**src/hdl/uqt_pkg.sv**
```systemverilog
// Package for the URL query tokenizer: byte codes, phase and status
// encodings, and the structs passed between the decoder and the top level.
// No dependencies.
`default_nettype none

package uqt_pkg;

    localparam int unsigned CharW   = 8;
    localparam int unsigned KindW   = 2;
    localparam int unsigned StatusW = 3;

    localparam logic [CharW-1:0] CHR_QMARK = 8'h3F;  // '?'
    localparam logic [CharW-1:0] CHR_AMP   = 8'h26;  // '&'
    localparam logic [CharW-1:0] CHR_EQ    = 8'h3D;  // '='
    localparam logic [CharW-1:0] CHR_LF    = 8'h0A;  // newline
    localparam logic [CharW-1:0] CHR_CR    = 8'h0D;  // carriage return

    typedef enum logic [1:0] {
        PH_PATH  = 2'd0,
        PH_NAME  = 2'd1,
        PH_VALUE = 2'd2,
        PH_SKIP  = 2'd3
    } t_phase;

    typedef enum logic [KindW-1:0] {
        KIND_NONE  = 2'd0,
        KIND_PATH  = 2'd1,
        KIND_NAME  = 2'd2,
        KIND_VALUE = 2'd3
    } t_kind;

    typedef enum logic [StatusW-1:0] {
        ST_BUSY   = 3'd0,
        ST_OK     = 3'd1,
        ST_QEND   = 3'd2,
        ST_NOEQ   = 3'd3,
        ST_EQEND  = 3'd4,
        ST_NLVAL  = 3'd5,
        ST_AMPEND = 3'd6
    } t_status;

    typedef struct packed {
        t_phase      phase;
        logic [StatusW-1:0] error_code;
    } t_state;

    typedef struct packed {
        logic [CharW-1:0] char_out;
        t_kind            char_kind;
        logic             token_end;
        logic             pair_done;
        logic             string_done;
        logic [StatusW-1:0] status;
    } t_result;

    localparam t_state STATE_RESET = '{phase: PH_PATH, error_code: ST_BUSY};

endpackage

`default_nettype wire

```
**src/hdl/uqt_if.sv**
```systemverilog
// Channel interfaces of the URL query tokenizer: the byte input channel and
// the tagged result channel. Depends on uqt_pkg for field widths.
`default_nettype none

interface uqt_in_if
    import uqt_pkg::*;
();
    logic             valid;
    logic             ready;
    logic [CharW-1:0] char_in;
    logic             last_char;

    modport source (output valid, output char_in, output last_char, input ready);
    modport sink   (input valid, input char_in, input last_char, output ready);
endinterface

interface uqt_out_if
    import uqt_pkg::*;
();
    logic               valid;
    logic               ready;
    logic [CharW-1:0]   char_out;
    logic [KindW-1:0]   char_kind;
    logic               token_end;
    logic               pair_done;
    logic               string_done;
    logic [StatusW-1:0] status;

    modport source (
        output valid, output char_out, output char_kind, output token_end,
        output pair_done, output string_done, output status, input ready
    );
    modport sink (
        input valid, input char_out, input char_kind, input token_end,
        input pair_done, input string_done, input status, output ready
    );
endinterface

`default_nettype wire

```
**src/hdl/uqt_decode.sv**
```systemverilog
// Combinational byte decoder: from the current phase and one byte it forms
// the result and the next phase. Depends on uqt_pkg.
`default_nettype none

module uqt_decode
    import uqt_pkg::*;
(
    input  var t_state           i_state,
    input  var logic [CharW-1:0] i_char,
    input  var logic             i_last,
    output t_result              o_result,
    output t_state               o_next_state
);

    t_kind   w_kind;
    t_status w_status;
    logic    w_tend;
    logic    w_pdone;
    t_state  w_next;

    always_comb begin
        w_kind   = KIND_NONE;
        w_status = ST_BUSY;
        w_tend   = 1'b0;
        w_pdone  = 1'b0;
        w_next   = i_state;

        unique case (i_state.phase)
            PH_PATH: begin
                if (i_char == CHR_QMARK) begin
                    w_tend       = 1'b1;
                    w_next.phase = PH_NAME;
                    if (i_last) w_status = ST_QEND;
                end else begin
                    if (i_char != CHR_CR) w_kind = KIND_PATH;
                    if (i_last) begin
                        w_tend   = 1'b1;
                        w_status = ST_OK;
                    end
                end
            end
            PH_NAME: begin
                if (i_char == CHR_EQ) begin
                    w_tend       = 1'b1;
                    w_next.phase = PH_VALUE;
                    if (i_last) w_status = ST_EQEND;
                end else begin
                    if (i_char != CHR_CR) w_kind = KIND_NAME;
                    if (i_last) w_status = ST_NOEQ;
                end
            end
            PH_VALUE: begin
                if (i_char == CHR_AMP) begin
                    w_tend       = 1'b1;
                    w_pdone      = 1'b1;
                    w_next.phase = PH_NAME;
                    if (i_last) w_status = ST_AMPEND;
                end else if (i_char == CHR_LF) begin
                    // The pair still completes, but the rest of the string is skipped.
                    w_tend            = 1'b1;
                    w_pdone           = 1'b1;
                    w_next.phase      = PH_SKIP;
                    w_next.error_code = ST_NLVAL;
                    if (i_last) w_status = ST_NLVAL;
                end else begin
                    if (i_char != CHR_CR) w_kind = KIND_VALUE;
                    if (i_last) begin
                        w_tend   = 1'b1;
                        w_pdone  = 1'b1;
                        w_status = ST_OK;
                    end
                end
            end
            PH_SKIP: begin
                if (i_last) w_status = t_status'(i_state.error_code);
            end
            default: begin
                w_next = STATE_RESET;
            end
        endcase

        if (i_last) w_next = STATE_RESET;
    end

    assign o_result.char_out    = (w_kind != KIND_NONE) ? i_char : '0;
    assign o_result.char_kind   = w_kind;
    assign o_result.token_end   = w_tend;
    assign o_result.pair_done   = w_pdone;
    assign o_result.string_done = i_last;
    assign o_result.status      = w_status;
    assign o_next_state         = w_next;

endmodule

`default_nettype wire

```
**src/hdl/url_query_tokenizer.sv**
```systemverilog
// Top level of the URL query tokenizer: input register, phase register,
// decoder and result register. Depends on uqt_pkg, uqt_if and uqt_decode.
//
// Usage:
// Bytes of a request path arrive one per transaction on i_in, with
// last_char set on the final byte of each string. Every input transaction
// yields exactly one result transaction on o_out, in order. A result tags
// the byte as path, name or value text (or none for delimiters, carriage
// returns and skipped bytes), flags the end of a token and of a finished
// name/value pair, and on the last byte reports the final status.
//
// An accepted byte is held in the input register, and the decoder runs
// between that register and the result register, updating the phase
// register in the same cycle as the result register loads. Throughput is
// one byte per cycle while the receiver takes results; the phase loop is a
// single decode step, so back-to-back strings need no gap.
//
// Reset clears both valid flags and returns the phase to path with no error.
// When the receiver stalls, the result register holds its transaction and
// the input register can still take one more byte; after that i_in.ready
// drops until the result is taken.
`default_nettype none

module url_query_tokenizer
    import uqt_pkg::*;
(
    input  var logic  i_clk,
    input  var logic  i_rst_n,
    uqt_in_if.sink    i_in,
    uqt_out_if.source o_out
);

    logic             r_in_valid;
    logic [CharW-1:0] r_in_char;
    logic             r_in_last;
    logic             r_out_valid;
    t_result          r_result;
    t_state           r_state;

    t_result          w_result;
    t_state           n_state;
    logic             w_advance;
    logic             w_in_ready;

    // The held byte moves on whenever the result register is empty or is
    // being emptied this cycle.
    assign w_advance  = r_in_valid && (!r_out_valid || o_out.ready);
    assign w_in_ready = !r_in_valid || w_advance;
    assign i_in.ready = w_in_ready;

    uqt_decode u_decode (
        .i_state      (r_state),
        .i_char       (r_in_char),
        .i_last       (r_in_last),
        .o_result     (w_result),
        .o_next_state (n_state)
    );

    always_ff @(posedge i_clk) begin
        if (!i_rst_n) begin
            r_in_valid  <= 1'b0;
            r_out_valid <= 1'b0;
            r_state     <= STATE_RESET;
        end else begin
            if (w_in_ready) begin
                r_in_valid <= i_in.valid;
            end
            if (w_advance) begin
                r_out_valid <= 1'b1;
                r_state     <= n_state;
            end else if (o_out.ready) begin
                r_out_valid <= 1'b0;
            end
        end
    end

    // Payload registers carry no reset.
    always_ff @(posedge i_clk) begin
        if (w_in_ready && i_in.valid) begin
            r_in_char <= i_in.char_in;
            r_in_last <= i_in.last_char;
        end
        if (w_advance) begin
            r_result <= w_result;
        end
    end

    assign o_out.valid       = r_out_valid;
    assign o_out.char_out    = r_result.char_out;
    assign o_out.char_kind   = r_result.char_kind;
    assign o_out.token_end   = r_result.token_end;
    assign o_out.pair_done   = r_result.pair_done;
    assign o_out.string_done = r_result.string_done;
    assign o_out.status      = r_result.status;

endmodule

`default_nettype wire

```
**src/flat_wrapper.sv**
```systemverilog
// flat-port wrapper written by rule: the top's interface ports become plain ports
module url_query_tokenizer_flat import uqt_pkg::*;
  (i_clk, i_rst_n, i_in_valid, i_in_char_in, i_in_last_char, i_in_ready, o_out_valid, o_out_char_out, o_out_char_kind, o_out_token_end, o_out_pair_done, o_out_string_done, o_out_status, o_out_ready);
  uqt_in_if i_in_i ();
  uqt_out_if o_out_i ();
  input  var logic i_clk;
  input  var logic i_rst_n;
  input wire logic [$bits(i_in_i.valid)-1:0] i_in_valid;
  input wire logic [$bits(i_in_i.char_in)-1:0] i_in_char_in;
  input wire logic [$bits(i_in_i.last_char)-1:0] i_in_last_char;
  output wire logic [$bits(i_in_i.ready)-1:0] i_in_ready;
  output wire logic [$bits(o_out_i.valid)-1:0] o_out_valid;
  output wire logic [$bits(o_out_i.char_out)-1:0] o_out_char_out;
  output wire logic [$bits(o_out_i.char_kind)-1:0] o_out_char_kind;
  output wire logic [$bits(o_out_i.token_end)-1:0] o_out_token_end;
  output wire logic [$bits(o_out_i.pair_done)-1:0] o_out_pair_done;
  output wire logic [$bits(o_out_i.string_done)-1:0] o_out_string_done;
  output wire logic [$bits(o_out_i.status)-1:0] o_out_status;
  input wire logic [$bits(o_out_i.ready)-1:0] o_out_ready;
  assign i_in_i.valid = i_in_valid;
  assign i_in_i.char_in = i_in_char_in;
  assign i_in_i.last_char = i_in_last_char;
  assign i_in_ready = i_in_i.ready;
  assign o_out_valid = o_out_i.valid;
  assign o_out_char_out = o_out_i.char_out;
  assign o_out_char_kind = o_out_i.char_kind;
  assign o_out_token_end = o_out_i.token_end;
  assign o_out_pair_done = o_out_i.pair_done;
  assign o_out_string_done = o_out_i.string_done;
  assign o_out_status = o_out_i.status;
  assign o_out_i.ready = o_out_ready;
  url_query_tokenizer u_core (.i_clk(i_clk), .i_rst_n(i_rst_n), .i_in(i_in_i), .o_out(o_out_i));
endmodule
```
**config.mk**
```make
export PLATFORM = sky130hd
export DESIGN_NAME = url_query_tokenizer_flat
export DESIGN_NICKNAME = d
export VERILOG_FILES = /design/src/hdl/uqt_pkg.sv /design/src/hdl/uqt_if.sv /design/src/hdl/uqt_decode.sv /design/src/hdl/url_query_tokenizer.sv /design/src/flat_wrapper.sv
export SDC_FILE = /design/constraint.sdc
export NUM_CORES = 1
export LEC_CHECK = 0
export BUFFER_PORTS_ARGS = -buffer_cell sky130_fd_sc_hd__buf_2
export CORE_UTILIZATION = 48
export CTS_CLUSTER_DIAMETER = 150
export DETAILED_ROUTE_END_ITERATION = 10
export PLACE_DENSITY = 0.83
export SYNTH_ARGS = -nofsm -noshare
export SYNTH_HDL_FRONTEND = slang
export SYNTH_SLANG_ARGS = --single-unit
```
**constraint.sdc**
```tcl
create_clock -name i_clk -period 2.3 [get_ports i_clk]
set_input_delay 0.115 -clock i_clk [delete_from_list [all_inputs] [get_ports i_clk]]
set_output_delay 0.115 -clock i_clk [all_outputs]
set_load 0.03 [all_outputs]
```
==> reports/results.txt, run 1 <==
Met1 usage -> 18.7%
Clk slew on worst S/H paths -> 0.09 ns
Mapped Area -> 1390 µm²
Internal cell power -> 0.000770 W
Comb power frac -> 10.0%
Worst-Margin Slew -> 0.363 ns
Area leader, netlist -> edfxtp_1
Detail Route Antenna Nets -> 0
RSZ-0062 raised after global routing -> no
Max Freq -> 551 MHz
Die H -> 55.9 µm
Detailed Routing Iterations Pass 1 -> 4
Maxcap violations -> 0
PortBufs -> 30
Setup TNS -> 0 ns
Routed vias/inst -> 5.25
CTS Buffer Depth -> 2
CP Cell Sequence -> nor3b_2 -> o2111ai_4 -> a21oi_4 -> a21oi_2 -> and2_1
Slowest stage delay, CP -> 0.47 ns
Clk pwr share -> 28.0%
Crit share post-route -> 78.9%
RePlAce Congestion -> 0.876
Post-layout min period -> 1.81 ns
CTS Buf Count -> 5
Sw frac -> 24.3%
Clock Latency Late Sink -> 0.32 ns
Sequential share of the synthesized area -> 61.1%
Initial antenna violation count -> 0
GRT overflow -> 0
Largest net degree at the start of global routing -> 18
VDD IR max -> 0.457 mV
Dominant synthesized flop cell -> edfxtp_1
Setup slack, reg-to-reg -> 0.49 ns
Synth warnings -> 0
Final Hold Fails -> 0
Flop pwr share -> 62.0%
Vias in the first global route -> 1028
Crit path max-delay cell type -> edfxtp_1
EDFF count, synth -> 25
Post-CTS sizing -> 0
Global-route wire length before repair -> 4330 µm
Synth area leaders -> edfxtp_1 (54%), dfxtp_1 (7.2%), ha_1 (4.5%)
Initial DRC Count -> 17
Most common cell after layout, fill and taps aside -> buf_2
Clk sink count -> 30
Mean area per synthesized cell -> 13.1 µm²
WL final -> 2460 µm
Layout Skew -> 0.00542 ns
Total Routing Usage GR -> 18.3%
Post-synthesis cell type count -> 37
# IOs -> 31
Sw power -> 0.000247 W
Nets -> 171
Row cnt -> 19
Starting density of the core -> 50.5%
Mapped Cells -> 106
Post-DP HPWL -> 1800 µm
Worst EP required -> 2.38 ns
Final core occ -> 62.7%
Clk root buf -> clkbuf_4
Leakage power -> 0.677 nW
Setup Viol. Count Final -> 0
Fin. max-slew vios -> 0
Slew margin rel. -> 75.8%
Status -> completed
ANT cells -> 0
Critical path class -> flip-flop to flip-flop
Syn_nets -> 124
Core area -> 2760 µm²
Met2 Use GR -> 33.6%
Critical Path Sink Type -> flip-flop
Most used routing layer in global routing -> met2
CP startpoint kind -> flip-flop
Routed wire per std cell -> 13.3 µm
Drt drc -> 0
Min-Delay Path Class -> primary input to flip-flop
Die ar. -> 3120 µm²
CTS tree -> yes
H-tree Lvls -> 2
Ys async rst share -> 0%
Die Wd -> 55.9 µm
Most frequent cells in the layout -> buf_2 (30), edfxtp_1 (25), nor2_1 (10)
Pwr/cell area -> 588 nW/µm²
Layout cells sized above 1 -> 31.8%
CP max FO -> 6
FF+latch count, synth -> 30
Share of the synthesized area in the top cell type -> 53.9%
Layout area overhead -> 24.2%
Met3 usage -> 6.74%
Vias -> 971
WP data arrival -> 1.89 ns
## per-stage QoR
step | setup WS [ns] | hold slack, ns | instances | area [µm²] | power [W]
floorplan | 0.103 | 0.214 | 106 | 1390 | 0.000700
CTS | 0.519 | 0.00835 | 185 | 1730 | 0.00102
detailed placement | 0.532 | 0.293 | 168 | 1590 | 0.000732
global placement | 0.598 | 0.292 | 168 | 1590 | 0.000728
finish | 0.486 | 0.0293 | 185 | 1730 | 0.00102
global route | 0.400 | 0.0536 | 185 | 1730 | 0.00106
## power groups by stage
stage	Combinational [W]	Clock (W)	Sequential, W
after global routing	0.000110	0.000320	0.000634
after CTS	0.000101	0.000290	0.000630
after floorplan	0.0000340	0	0.000666
final	0.000101	0.000285	0.000630
after global placement	0.0000865	0	0.000641
after detailed placement	0.0000897	0	0.000642
## worst paths after layout
path / startpoint / end / cells past startpoint
max: u_core.r_in_char[2] / u_core.o_out.char_out[2] / 5
min: i_in_valid / u_core.r_in_valid / 3
min reg2reg: u_core.r_state[0] / u_core.r_state[0] / 1
max reg2reg: u_core.r_in_char[2] / u_core.o_out.char_out[2] / 5
## cell usage after synthesis, drive strengths merged, types with 3 or more instances
library cell   n
a21oi          5
dfxtp          5
inv            8
ha             5
edfxtp        25
o21ai          3
nand2          7
nor2          10
a31oi          3
and2           7
## metal layers
layer | share of wire (%) | routed length [µm] | vias up
li1 | - | - | 488
met2 | 54 | 1330 | 38
met3 | 6.3 | 155 | 4
met1 | 39 | 949 | 441
met4 | 1.1 | 27 | 0
met5 | 0 | 0 | -
## repair_timing
action / CTS / global route
endpoints found under the hold margin: 9 / 0
buffers inserted: 0 / 0
hold buffers: 9 / 0
## layout make-up
type	instances	area, µm²
fillers	222	1030
flip-flops and latches	30	851
multi-input cells	68	512
repair buffers	40	248
clock buffers	6	41.3
well taps	31	38.8
inverters	8	30.0
clock inverters	2	8.76
## logic make-up (layout without fill, tap and decap cells)
group | Yosys count | count (layout) | synth area share (%)
and+or+nand+nor | 39 | 39 | 16.4
adders and majority gates | 5 | 5 | 4.49
muxes | 1 | 1 | 0.719
DFF | 30 | 30 | 61.1
buffers and inverters | 8 | 56 | 2.16
AOI/OAI and AO/OA | 23 | 23 | 15.1
## sequential cells by signal, indices dropped and copies added (netlist names)
signal and count:
u_core.o_out.valid 1, u_core.o_out.status 3, u_core.o_out.char_kind 2, u_core.o_out.token_end 1
u_core.r_state 3, u_core.o_out.string_done 1, u_core.o_out.pair_done 1, u_core.r_in_last 1
u_core.r_in_valid 1, u_core.o_out.char_out 8, u_core.r_in_char 8
## critical path, delay by kind of cell, from the launching register on
kind / cells / cell delay [ns]
compound gates: 3 / 0.57
simple gates: 2 / 0.53
flops: 1 / 0.47
Note: power is estimated with default switching activity, not from simulation.
==> inputs of run 2 (changes only) <==
--- a/config.mk
+++ b/config.mk
@@ -6,10 +6,10 @@
 export NUM_CORES = 1
 export LEC_CHECK = 0
 export BUFFER_PORTS_ARGS = -buffer_cell sky130_fd_sc_hd__buf_2
-export CORE_UTILIZATION = 48
+export CORE_UTILIZATION = 47
 export CTS_CLUSTER_DIAMETER = 150
 export DETAILED_ROUTE_END_ITERATION = 10
-export PLACE_DENSITY = 0.83
+export PLACE_DENSITY = 0.85
 export SYNTH_ARGS = -nofsm -noshare
 export SYNTH_HDL_FRONTEND = slang
 export SYNTH_SLANG_ARGS = --single-unit
==> constraint.sdc (replaced) <==
create_clock -name i_clk -period 1.5 [get_ports i_clk]
set_input_delay 0.075 -clock i_clk [delete_from_list [all_inputs] [get_ports i_clk]]
set_output_delay 0.075 -clock i_clk [all_outputs]
set_load 0.03 [all_outputs]
==> run 2 against run 1 <==
Net effect: the flow now finishes with violations (negative setup slack); die area grew 2.1%; fmax grew 6.1%; count of clock-buffer cells in the layout shrank 1; sequential share of layout area shrank 6.9 points; utilization grew 9.6 points; critical path type unchanged; largest power group unchanged; highest routed layer unchanged.
==> reports/results.txt, run 2 (synthesis gave the netlist of run 1 again) <==
Slew margin rel. -> 75.0% (was 75.8%)
Die Wd -> 56.4 µm (was 55.9 µm)
GRT overflow -> 0 (unchanged)
ANT cells -> 0 (unchanged)
Critical hold path startpoint -> o_out_ready (was i_in_valid)
Routed wire per std cell -> 14.9 µm (was 13.3 µm)
Initial DRC Count -> 51 (was 17)
Failing checks -> negative setup slack
Die ar. -> 3180 µm² (was 3120 µm²)
CTS Buffer Depth -> 2 (unchanged)
Clock Latency Late Sink -> 0.31 ns (was 0.32 ns)
Vias in the first global route -> 1161 (was 1028)
Die H -> 56.4 µm (was 55.9 µm)
Most common cell after layout, fill and taps aside -> buf_2 (unchanged)
Worst EP required -> 1.55 ns (was 2.38 ns)
RSZ-0062 raised after global routing -> yes (was no)
VDD IR max -> 0.592 mV (was 0.457 mV)
Layout area overhead -> 44.5% (was 24.2%)
Post-route cell area -> 2010 µm² (was 1730 µm²)
Total Routing Usage GR -> 20.9% (was 18.3%)
Pwr/cell area -> 786 nW/µm² (was 588 nW/µm²)
Crit share post-route -> 114% (was 78.9%)
Final Hold Fails -> 0 (unchanged)
Reg2reg path depth -> 7 (was 5)
Hold Path Depth -> 4 (was 3)
Worst hold slack -> 0.0699 ns (was 0.0293 ns)
RR Endpoint -> u_core.o_out.token_end (was u_core.o_out.char_out[2])
Status -> complete, but fails checks (was completed)
Total power -> 0.00158 W (was 0.00102 W)
Largest net degree at the start of global routing -> 14 (was 18)
Nets -> 199 (was 171)
H-tree Lvls -> 2 (unchanged)
Detailed Routing Iterations Pass 1 -> 4 (unchanged)
WP data arrival -> 1.76 ns (was 1.89 ns)
Setup WS post-layout -> -0.209 ns (was 0.486 ns)
Clk slew on worst S/H paths -> 0.09 ns (about the same)
Detail Route Antenna Nets -> 0 (unchanged)
Hold Crit Endpoint -> u_core.o_out.valid (was u_core.r_in_valid)
Fin. max-slew vios -> 0 (unchanged)
Setup slack, reg-to-reg -> -0.21 ns (was 0.49 ns)
Clk root buf -> clkbuf_4 (unchanged)
CTS tree -> yes (unchanged)
Drt drc -> 0 (unchanged)
Layout cells sized above 1 -> 48.6% (was 31.8%)
Worst-Margin Slew -> 0.376 ns (was 0.363 ns)
RePlAce Congestion -> 0.928 (was 0.876)
Post-layout min period -> 1.71 ns (was 1.81 ns)
Global-route wire length before repair -> 5040 µm (was 4330 µm)
Row cnt -> 19 (unchanged)
Critical path class -> flip-flop to flip-flop (unchanged)
Maxcap violations -> 0 (unchanged)
Max Freq -> 585 MHz (was 551 MHz)
CP startpoint kind -> flip-flop (unchanged)
Post-DP Area -> 1760 µm² (was 1590 µm²)
Clk sink count -> 30 (unchanged)
Pre-CTS setup slack -> -0.191 ns (was 0.532 ns)
PortBufs -> 30 (unchanged)
Core area -> 2780 µm² (was 2760 µm²)
Post-DP HPWL -> 2040 µm (was 1800 µm)
Vias -> 1194 (was 971)
Critical Path Sink Type -> flip-flop (unchanged)
Leakage power -> 0.830 nW (was 0.677 nW)
Setup TNS -> -2.72 ns (was 0 ns)
CTS Buf Count -> 5 (unchanged)
Routed vias/inst -> 5.63 (was 5.25)
Initial antenna violation count -> 0 (unchanged)
# IOs -> 31 (unchanged)
Layout Skew -> 0.00539 ns (was 0.00542 ns)
Reg2reg start -> u_core.r_in_char[3] (was u_core.r_in_char[2])
CP max FO -> 4 (was 6)
Setup Viol. Count Final -> 16 (was 0)
Min-Delay Path Class -> primary input to flip-flop (unchanged)
WL final -> 3150 µm (was 2460 µm)
Most frequent cells in the layout -> buf_2 (30), buf_4 (26), edfxtp_1 (25) (was buf_2 (30), edfxtp_1 (25), nor2_1 (10))
Starting density of the core -> 50.1% (was 50.5%)
[run 2: worst max path at each step]
stage / from / to / slack, ns / depth (start not counted)
global placement: u_core.r_in_char[5] / u_core.o_out.char_out[2] / -0.12 / 5
global route: u_core.r_in_char[5] / u_core.o_out.token_end / -0.30 / 7
detailed placement: u_core.r_in_char[5] / u_core.o_out.char_out[4] / -0.19 / 5
floorplan: u_core.r_in_char[5] / u_core.o_out.char_out[0] / -0.09 / 5
finish: u_core.r_in_char[3] / u_core.o_out.token_end / -0.21 / 7
CTS: u_core.r_in_char[7] / u_core.o_out.char_out[1] / -0.15 / 4
[run 2: area by class of cell]
type,count,area (µm²)
clock buffer,5,37.5
clock inverter,2,10.0
fill,178,769
inverter,8,30.0
multi-input combinational,68,576
sequential,30,852
tap,31,38.8
timing repair buffer,68,468
[run 2: routing by layer]
layer / GRT usage (%) / share of wire [%]
met2: 37.5 / 55
met1: 22.4 / 37
met3: 6.45 / 6.0
met4: 9.06 / 2.2
met5: 0 / 0
[run 2: timing repair]
item                                   in CTS  in global routing
pin swaps                                   6                  3
resized for setup                           8                  7
hold buffers                               10                  0
setup endpoints to repair                  16                 17
endpoints found under the hold margin      10                  0
setup buffers                               4                  2
[run 2: per-stage QoR]
step           util, %  instances
2_1_floorplan        -        106
6_report          72.3        212
3_3_place_gp      63.3        189
3_5_place_dp      63.3        189
4_1_cts           70.5        210
5_1_grt           72.3        212
[run 2: worst max-delay path, cell delays in order (launching register included)]
cell and delay (ns):
edfxtp_1 0.44, nor3b_4 0.19, buf_4 0.13, buf_4 0.13, nor2_1 0.10, nor2_1 0.08, a41oi_2 0.26, a31oi_1 0.12
[run 2: where the power goes]
group,total (W),switching [W],internal [W]
combinational,0.000190,0.000105,0.0000854
clock,0.000422,0.000253,0.000168
sequential,0.000969,0.0000263,0.000942
==> inputs of run 3 (changes only) <==
--- a/config.mk
+++ b/config.mk
@@ -6,10 +6,13 @@
 export NUM_CORES = 1
 export LEC_CHECK = 0
 export BUFFER_PORTS_ARGS = -buffer_cell sky130_fd_sc_hd__buf_2
+export CORE_ASPECT_RATIO = 1.25
 export CORE_UTILIZATION = 47
 export CTS_CLUSTER_DIAMETER = 150
 export DETAILED_ROUTE_END_ITERATION = 10
 export PLACE_DENSITY = 0.85
+export SETUP_SLACK_MARGIN = 0.2
 export SYNTH_ARGS = -nofsm -noshare
 export SYNTH_HDL_FRONTEND = slang
 export SYNTH_SLANG_ARGS = --single-unit
+export TNS_END_PERCENT = 50
==> run 3 against run 2 <==
Net effect: global-route usage up 3.9 points; critical endpoint is now u_core.r_state[3]; highest routed layer unchanged; clock skew shrank 0.0010 ns; die area about the same; first-iteration DRC count down 29%; the run still ends with negative setup slack left; cell area rose by 1.6%; critical path depth down 2; flip-flop and latch count stayed put.
==> reports/results.txt, run 3 (synthesis gave the netlist of run 1 again) <==
Status -> complete, but fails checks (unchanged)
Failing checks -> negative setup slack (unchanged)
Reg2reg path depth -> 5 (was 7)
CP max FO -> 4 (unchanged)
# IOs -> 31 (unchanged)
WP data arrival -> 1.97 ns (was 1.76 ns)
Detail Route Antenna Nets -> 0 (unchanged)
Detailed Routing Iterations Pass 1 -> 4 (unchanged)
Vias -> 1164 (was 1194)
CTS Buffer Depth -> 2 (unchanged)
Hold Path Depth -> 3 (was 4)
Layout cells sized above 1 -> 51.1% (was 48.6%)
WL final -> 3610 µm (was 3150 µm)
Max Freq -> 571 MHz (was 585 MHz)
Setup Viol. Count Final -> 17 (was 16)
RSZ-0062 raised after global routing -> yes (unchanged)
Die ar. -> 3190 µm² (was 3180 µm²)
Initial antenna violation count -> 0 (unchanged)
Initial DRC Count -> 36 (was 51)
Routed vias/inst -> 5.49 (was 5.63)
Pwr/cell area -> 771 nW/µm² (was 786 nW/µm²)
Routed wire per std cell -> 17.0 µm (was 14.9 µm)
CP startpoint kind -> flip-flop (unchanged)
Clk sink count -> 30 (unchanged)
ANT cells -> 0 (unchanged)
Row cnt -> 21 (was 19)
PortBufs -> 30 (unchanged)
Final Hold Fails -> 0 (unchanged)
Core area -> 2760 µm² (was 2780 µm²)
Largest net degree at the start of global routing -> 18 (was 14)
H-tree Lvls -> 2 (unchanged)
Slew margin rel. -> 76.8% (was 75.0%)
Setup WS post-layout -> -0.251 ns (was -0.209 ns)
Layout area overhead -> 46.7% (was 44.5%)
Crit share post-route -> 117% (was 114%)
Worst-Margin Slew -> 0.347 ns (was 0.376 ns)
Starting density of the core -> 50.5% (was 50.1%)
Worst EP required -> 1.72 ns (was 1.55 ns)
CTS tree -> yes (unchanged)
Clk slew on worst S/H paths -> 0.08 ns (was 0.09 ns)
CTS Buf Count -> 5 (unchanged)
Critical Path Sink Type -> flip-flop (unchanged)
Leakage power -> 0.816 nW (was 0.830 nW)
Total Routing Usage GR -> 24.8% (was 20.9%)
Global-route wire length before repair -> 5660 µm (was 5040 µm)
Total power -> 0.00157 W (was 0.00158 W)
Layout Skew -> 0.00437 ns (was 0.00539 ns)
Fin. max-slew vios -> 0 (unchanged)
Most frequent cells in the layout -> buf_2 (30), buf_4 (25), edfxtp_1 (25) (was buf_2 (30), buf_4 (26), edfxtp_1 (25))
Clock Latency Late Sink -> 0.33 ns (was 0.31 ns)
Post-DP HPWL -> 2010 µm (was 2040 µm)
Min-Delay Path Class -> primary input to flip-flop (unchanged)
Vias in the first global route -> 1272 (was 1161)
GRT overflow -> 0 (unchanged)
Maxcap violations -> 0 (unchanged)
Critical path class -> flip-flop to flip-flop (unchanged)
Setup TNS -> -3.19 ns (was -2.72 ns)
RePlAce Congestion -> 0.786 (was 0.928)
Final core occ -> 74.1% (was 72.3%)
Post-layout min period -> 1.75 ns (was 1.71 ns)
Clk root buf -> clkbuf_4 (unchanged)
Die H -> 62.9 µm (was 56.4 µm)
Most common cell after layout, fill and taps aside -> buf_2 (unchanged)
Die Wd -> 50.7 µm (was 56.4 µm)
Nets -> 197 (was 199)
VDD IR max -> 0.837 mV (was 0.592 mV)
Drt drc -> 0 (unchanged)
-- run 3: final cells by class --
type | count | area, µm²
Inverter | 8 | 30.0
Timing Repair Buffer | 66 | 449
Tap cell | 34 | 42.5
Clock buffer | 5 | 37.5
Sequential cell | 30 | 852
Clock inverter | 1 | 3.75
Fill cell | 179 | 716
Multi-Input combinational cell | 68 | 628
-- run 3: metrics by stage --
step	worst slack (ns)	cells	hold slack (ns)	cell area [µm²]
global route	-0.294	212	0.0905	2040
global placement	-0.172	187	0.251	1730
detailed placement	-0.221	187	0.253	1730
floorplan	-0.0925	106	0.174	1410
CTS	-0.172	208	0.0672	1980
finish	-0.251	212	0.0750	2040
-- run 3: what timing repair did --
| action | 4_1_cts | 5_1_grt |
|---|---|---|
| gates resized for setup | 15 | 9 |
| pin swaps | 16 | 7 |
| setup buffers | 5 | 4 |
| endpoints found under the hold margin | 10 | 0 |
| endpoints found under the setup margin | 18 | 27 |
| hold buffers | 10 | 0 |
-- run 3: power by group --
group          internal [W]  switching [W]
clock              0.000159       0.000243
sequential         0.000942      0.0000286
combinational     0.0000897       0.000111
total               0.00119       0.000383
-- run 3: per-layer routing --
metal  up-vias  global-route usage, %  share of wire, %
li1        542                      -                 -
met1       558                   21.2                31
met2        50                   47.8                59
met3        14                   6.33               5.5
met4         0                   15.6               3.9
met5         -                      0                 0
-- run 3: worst paths after layout --
kind                              to                 from  slack [ns]
setup reg to reg   u_core.r_state[3]  u_core.r_in_char[7]       -0.25
setup / recovery   u_core.r_state[3]  u_core.r_in_char[7]       -0.25
hold / removal    u_core.o_out.valid              i_rst_n        0.07
hold reg to reg    u_core.r_state[0]    u_core.r_state[0]        0.48
-- run 3: worst max-delay path, stage by stage (launching register included) --
cell	delay [ns]
edfxtp_1	0.49
and4bb_4	0.41
nand4_1	0.17
a21boi_2	0.22
nand2_2	0.09
a32o_2	0.27
